===== src/design/pcv_pkg.sv =====
// Shared types and codes for the point cloud voxelizer.
// No dependencies; imported by the controller, the datapath and the top level.
package pcv_pkg;

  localparam int unsigned FEAT_W  = 32;
  localparam int unsigned ACC_W   = 48;
  localparam int unsigned CNT_W   = 16;
  localparam logic [CNT_W-1:0] COUNT_MAX = 16'hFFFF;

  // Command codes carried in the input tuser
  localparam logic [1:0] CMD_INSERT = 2'd0;
  localparam logic [1:0] CMD_READ   = 2'd1;
  localparam logic [1:0] CMD_CLEAR  = 2'd2;

  // Reduction modes
  localparam logic [1:0] MODE_NONE = 2'd0;
  localparam logic [1:0] MODE_MEAN = 2'd1;
  localparam logic [1:0] MODE_MAX  = 2'd2;
  localparam logic [1:0] MODE_MIN  = 2'd3;

  // Configuration register indexes
  localparam logic [2:0] REG_ORIGIN_X   = 3'd0;
  localparam logic [2:0] REG_ORIGIN_Y   = 3'd1;
  localparam logic [2:0] REG_ORIGIN_Z   = 3'd2;
  localparam logic [2:0] REG_INV_X      = 3'd3;
  localparam logic [2:0] REG_INV_Y      = 3'd4;
  localparam logic [2:0] REG_INV_Z      = 3'd5;
  localparam logic [2:0] REG_MODE       = 3'd6;
  localparam logic [2:0] REG_MAX_POINTS = 3'd7;

  // Grid axes
  localparam logic [1:0] AXIS_X = 2'd0;
  localparam logic [1:0] AXIS_Y = 2'd1;
  localparam logic [1:0] AXIS_Z = 2'd2;

  typedef enum logic [2:0] {
    ST_NEW       = 3'd0,
    ST_EXIST     = 3'd1,
    ST_COUNTED   = 3'd2,
    ST_OUTSIDE   = 3'd3,
    ST_FULL      = 3'd4,
    ST_READ_OK   = 3'd5,
    ST_READ_NONE = 3'd6,
    ST_CLEARED   = 3'd7
  } status_e;

  typedef struct packed {
    logic       load;
    logic       set_clear;
    logic       grid_mul;
    logic [1:0] axis;
    logic       scan_start;
    logic       scan_run;
    logic       set_outside;
    logic       set_full;
    logic       alloc;
    logic       update;
    logic       rd_addr;
    logic       rd_unalloc;
    logic       rd_load;
    logic       rep_direct;
    logic       div_start;
    logic       div_store;
    logic       out_load;
  } dp_cmd_t;

  typedef struct packed {
    logic is_insert;
    logic is_clear;
    logic outside;
    logic hit;
    logic miss;
    logic full;
    logic sel_ok;
    logic mean;
    logic div_done;
    logic last_feat;
  } dp_sts_t;

endpackage


===== src/design/pcv_ctrl.sv =====
// Controller state machine for the voxelizer: sequences grid mapping, table
// scan, update, read, clear and reduction. Depends on pcv_pkg.
module pcv_ctrl (
  input  logic              clk_i,
  input  logic              rst_ni,
  input  logic              s_valid_i,
  output logic              s_ready_o,
  output logic              m_valid_o,
  input  logic              m_ready_i,
  input  pcv_pkg::dp_sts_t  sts_i,
  output pcv_pkg::dp_cmd_t  cmd_o
);
  import pcv_pkg::*;

  typedef enum logic [14:0] {
    S_IDLE     = 15'b000000000000001,
    S_DISPATCH = 15'b000000000000010,
    S_GRID1    = 15'b000000000000100,
    S_GRID2    = 15'b000000000001000,
    S_GRID3    = 15'b000000000010000,
    S_CHECK    = 15'b000000000100000,
    S_SCAN     = 15'b000000001000000,
    S_FETCH    = 15'b000000010000000,
    S_UPDATE   = 15'b000000100000000,
    S_RDCHK    = 15'b000001000000000,
    S_RDWAIT   = 15'b000010000000000,
    S_REPORT   = 15'b000100000000000,
    S_DIVWAIT  = 15'b001000000000000,
    S_DONE     = 15'b010000000000000,
    S_SPARE    = 15'b100000000000000
  } ctrl_state_e;

  ctrl_state_e state_q, state_d;
  logic        out_valid_q, out_valid_d;

  always_comb begin
    cmd_o     = '0;
    s_ready_o = 1'b0;
    state_d   = state_q;
    unique case (state_q)
      S_IDLE: begin
        s_ready_o = 1'b1;
        if (s_valid_i) begin
          cmd_o.load = 1'b1;
          state_d    = S_DISPATCH;
        end
      end
      S_DISPATCH: begin
        if (sts_i.is_clear) begin
          cmd_o.set_clear = 1'b1;
          state_d         = S_DONE;
        end else if (sts_i.is_insert) begin
          cmd_o.grid_mul = 1'b1;
          cmd_o.axis     = AXIS_X;
          state_d        = S_GRID1;
        end else begin
          state_d = S_RDCHK;
        end
      end
      S_GRID1: begin
        cmd_o.grid_mul = 1'b1;
        cmd_o.axis     = AXIS_Y;
        state_d        = S_GRID2;
      end
      S_GRID2: begin
        cmd_o.grid_mul = 1'b1;
        cmd_o.axis     = AXIS_Z;
        state_d        = S_GRID3;
      end
      S_GRID3: state_d = S_CHECK;
      S_CHECK: begin
        if (sts_i.outside) begin
          cmd_o.set_outside = 1'b1;
          state_d           = S_DONE;
        end else begin
          cmd_o.scan_start = 1'b1;
          state_d          = S_SCAN;
        end
      end
      S_SCAN: begin
        cmd_o.scan_run = 1'b1;
        if (sts_i.hit) begin
          state_d = S_FETCH;
        end else if (sts_i.miss) begin
          if (sts_i.full) begin
            cmd_o.set_full = 1'b1;
            state_d        = S_DONE;
          end else begin
            cmd_o.alloc = 1'b1;
            state_d     = S_UPDATE;
          end
        end
      end
      S_FETCH: state_d = S_UPDATE;
      S_UPDATE: begin
        cmd_o.update = 1'b1;
        state_d      = S_REPORT;
      end
      S_RDCHK: begin
        if (sts_i.sel_ok) begin
          cmd_o.rd_addr = 1'b1;
          state_d       = S_RDWAIT;
        end else begin
          cmd_o.rd_unalloc = 1'b1;
          state_d          = S_DONE;
        end
      end
      S_RDWAIT: begin
        cmd_o.rd_load = 1'b1;
        state_d       = S_REPORT;
      end
      S_REPORT: begin
        if (sts_i.mean) begin
          cmd_o.div_start = 1'b1;
          state_d         = S_DIVWAIT;
        end else begin
          cmd_o.rep_direct = 1'b1;
          state_d          = S_DONE;
        end
      end
      S_DIVWAIT: begin
        if (sts_i.div_done) begin
          cmd_o.div_store = 1'b1;
          state_d         = sts_i.last_feat ? S_DONE : S_REPORT;
        end
      end
      S_DONE: begin
        // hold the result until the output register is free
        if (!out_valid_q || m_ready_i) begin
          cmd_o.out_load = 1'b1;
          state_d        = S_IDLE;
        end
      end
      default: state_d = S_IDLE;
    endcase
  end

  always_comb begin
    if (cmd_o.out_load) begin
      out_valid_d = 1'b1;
    end else if (m_ready_i) begin
      out_valid_d = 1'b0;
    end else begin
      out_valid_d = out_valid_q;
    end
  end

  always_ff @(posedge clk_i or negedge rst_ni) begin
    if (!rst_ni) begin
      state_q     <= S_IDLE;
      out_valid_q <= 1'b0;
    end else begin
      state_q     <= state_d;
      out_valid_q <= out_valid_d;
    end
  end

  assign m_valid_o = out_valid_q;

endmodule


===== config.mk =====
export PLATFORM = sky130hd
export DESIGN_NAME = pcv_ctrl
export DESIGN_NICKNAME = d
export VERILOG_FILES = /design/src/design/pcv_pkg.sv /design/src/design/pcv_ctrl.sv
export SDC_FILE = /design/constraint.sdc
export NUM_CORES = 1
export LEC_CHECK = 0
export CAP_MARGIN = 10
export CELL_PAD_IN_SITES_DETAIL_PLACEMENT = 0
export CELL_PAD_IN_SITES_GLOBAL_PLACEMENT = 1
export CORE_MARGIN = 2
export CORE_UTILIZATION = 41
export DETAILED_ROUTE_END_ITERATION = 10
export DONT_BUFFER_PORTS = 1
export GPL_TIMING_DRIVEN = 0
export HOLD_SLACK_MARGIN = 0.12
export PLACE_DENSITY = 0.83
export SETUP_SLACK_MARGIN = 0.02
export SLEW_MARGIN = 30
export SYNTH_ARGS = -nofsm -noshare
export SYNTH_HDL_FRONTEND = slang
export SYNTH_SLANG_ARGS = --single-unit

===== constraint.sdc =====
create_clock -name clk_i -period 2.1 [get_ports clk_i]
set_input_delay 0.315 -clock clk_i [delete_from_list [all_inputs] [get_ports clk_i]]
set_output_delay 0.315 -clock clk_i [all_outputs]
set_load 0.01 [all_outputs]

==> metrics.yaml <==
syn-instance-count: 135
grt_pass1_wl_um: 5050
synth_top_family_by_area: "simple AND/OR/NAND/NOR gates"
totalPowerFinal_w: 0.00130
numCtsBuffers: 3
syn_to_final_growth_pct: 54.3
synthesis.nets: 149
num_vias: 1196
critical_path.max_fanout: 8
power_switching_w: 0.000548
fillerInstances: 218
timing.final.setup_violations: 13
hold_path_startpoint: "s_valid_i"
x_dimension_of_the_die_um: 57.1
io_pins: 34
post_synth_mux_area_share: 0.00865
syn_area_sq_um: 1160
basic_gate_share_of_the_synthesized_area_counting_and_or_nand_and_nor_cells: 0.434
seq_power_share: 0.298
synthesis.area_per_instance_sq_um: 8.57
synth_seq_area_share: 0.325
synth_adder_area_share: 0
dr.first_iter.drc_count: 42
route.detailed.drc: 0
report.final.hold_viol_count: 0
endpoint_kind: "primary output"
relSlewSlack: 0.508
period_needed_ns: 2.35
worst_clock_skew_ns: 0.000445
numClockSinks: 15
intPower_w: 0.000756
clk_root_buf: "clkbuf_4"
routed_via_density: 5.92
postRouteWirelength_um: 3530
port-buffer-count: 0
nets_finish: 186
startpoint_type: "flip-flop"
synth_edf_count: 0
finalSetupTns_ns: -1.82
first_pass_iters: 4
yosys.area_share.xor_xnor: 0.0378
critical_path_arrival_ns: 2.03
cts_tree: "done"
tightestPinTransition_ns: 0.735
async_flop_share: 1.00
max-cap-violations: 0
biggest_area_consumer_among_synthesized_cells: "dfrtp_1"
yosys_register_bits: 15
netlist.area_leader.share: 0.303
number_of_warnings_reported_in_the_yosys_synthesis_log: 0
timing.final.max_slew_violations: 0
sw_frac_of_total: 0.420
critical_path.reg2reg.startpoint: "state_q[6]"
postLayoutSetupSlackWorst_ns: -0.247
drive_gt1_frac: 0.509
comb_power_share: 0.566
die_height_um: 57.1
coreArea_sq_um: 2710
rsz_0062_raised_after_global_routing: "true"
number_of_global_route_vias_before_repair: 1053
antenna_found_initial: 0
cts-htree-levels: 1
worst-setup-path-type: "flip-flop to primary output"
share_clk_of_total_power: 0.136
leakagePower_nw: 0.792
placement_rows: 19
dpl.hpwl_um: 2130
netlist_top_cells_count: "14 x dfrtp_1, 14 x nor2_1, 11 x inv_1"
run_status: "finished, violations left"
synth_ff_type: "dfrtp_1"
finalWeightedCongestion: 0.850
timing.final.crit_share: 1.12
drtAntennaViolNets: 0
fmaxAchievable_mhz: 426
violated_checks: "setup timing"
synth_compound_gate_area_share: 0.130
hold-worst-slack_ns: 0.135
synth.top_cells.by_area: "dfrtp_1 30%, nor2_1 4.5%, nor2b_1 4.3%"
cts_buffer_depth: 2
critPathLaunch: "state_q[10]"
track_usage: 0.195
initial_utilization: 0.427
cellPowerDensity_nw_per_um2: 730
irDropWorstVdd_mv: 0.578
worst_skew_pair.late_latency_ns: 0.30
wire_per_inst_um: 17.5
min_path_type: "primary input to flip-flop"
globalRoute.totalOverflow: 0
design.die.area_sq_um: 3260
cts.reportedPaths.clkPinSlew_ns: 0.10
cp_data_required_time_ns: 1.78
insertedDiodeCount: 0
synth_cell_types: 45
pin_count_of_the_biggest_net_entering_global_routing: 16
## worst max-delay path, stage by stage (launching register included)
cell      delay [ns]
dfrtp_1         0.38
clkbuf_2        0.23
nor2_4          0.20
nand3_2         0.10
or4_4           0.44
or2_4           0.27
nor2_4          0.11
## area by class of cell
type | instances | area [sq um] | area share
buffer | 3 | 17.5 | 0.00981
clock buffer | 3 | 22.5 | 0.0126
timing repair buffer | 35 | 302 | 0.169
multi-input combinational | 103 | 971 | 0.544
clock inverter | 1 | 5.00 | 0.00280
inverter | 11 | 43.8 | 0.0245
sequential | 15 | 385 | 0.216
tap | 31 | 38.8 | 0.0217
## power groups by stage
stage	clock network [W]	registers (W)	logic [W]
6_report	0.000178	0.000388	0.000738
5_1_grt	0.000192	0.000391	0.000789
4_1_cts	0.000179	0.000381	0.000544
3_5_place_dp	0	0.000384	0.000391
3_3_place_gp	0	0.000382	0.000382
2_1_floorplan	0	0.000374	0.000320
## placed cells by master, fill, tap and decap left out, drive strengths merged, types with 2 or more instances in the layout
master,instances
a221oi,2
and2,5
and3,4
and4b,2
buf,31
clkbuf,5
dfrtp,14
dlygate4sd3,5
inv,11
nand2,6
nand2b,2
nand3,5
nand3b,3
nor2,14
nor2b,8
nor3,9
nor3b,4
nor4,7
nor4b,2
o21bai,3
o22ai,2
o31ai,2
or4,3
xor2,4
## per-stage QoR
stage,area [sq um],utilization,setup slack [ns],instances
floorplan,1180,-,0.0203,135
global placement,1210,0.448,-0.256,166
detailed placement,1210,0.448,-0.290,166
CTS,1480,0.546,-0.294,180
global route,1790,0.659,-0.346,202
finish,1790,0.659,-0.247,202
## routing by layer
| metal | global-route usage | part of all wire | vias up |
|---|---|---|---|
| li1 | - | - | 560 |
| met1 | 0.254 | 0.39 | 580 |
| met2 | 0.342 | 0.52 | 50 |
| met3 | 0.0544 | 0.081 | 6 |
| met4 | 0.00997 | 0.013 | 0 |
| met5 | 0 | 0 | - |
## state kept, by name, summed over array words and instances, names as in the netlist
register	count
m_valid_o	1
state_q	14
## path summary, 6_finish.rpt
path / to / slack (ns) / cells after the start
min: state_q[1] / 0.14 / 1
max: cmd_o[9] / -0.25 / 6
min reg2reg: m_valid_o / 0.61 / 2
max in group asynchronous: state_q[9] / 1.08 / 1
max reg2reg: state_q[13] / -0.08 / 8
min in group asynchronous: state_q[5] / 0.51 / 1
## cell families after synthesis
group | after synthesis
simple gates | 79
buf+inv | 17
flops | 15
xor+xnor | 5
compound gates | 18
mux | 1
## repair_timing
action	in CTS	in global routing
setup buffers	6	24
endpoints found under the hold margin	19	1
gates resized for setup	35	32
endpoints found under the setup margin	23	24
pin swaps	5	14
hold buffers	5	1
Note: power is estimated with default switching activity, not from simulation.
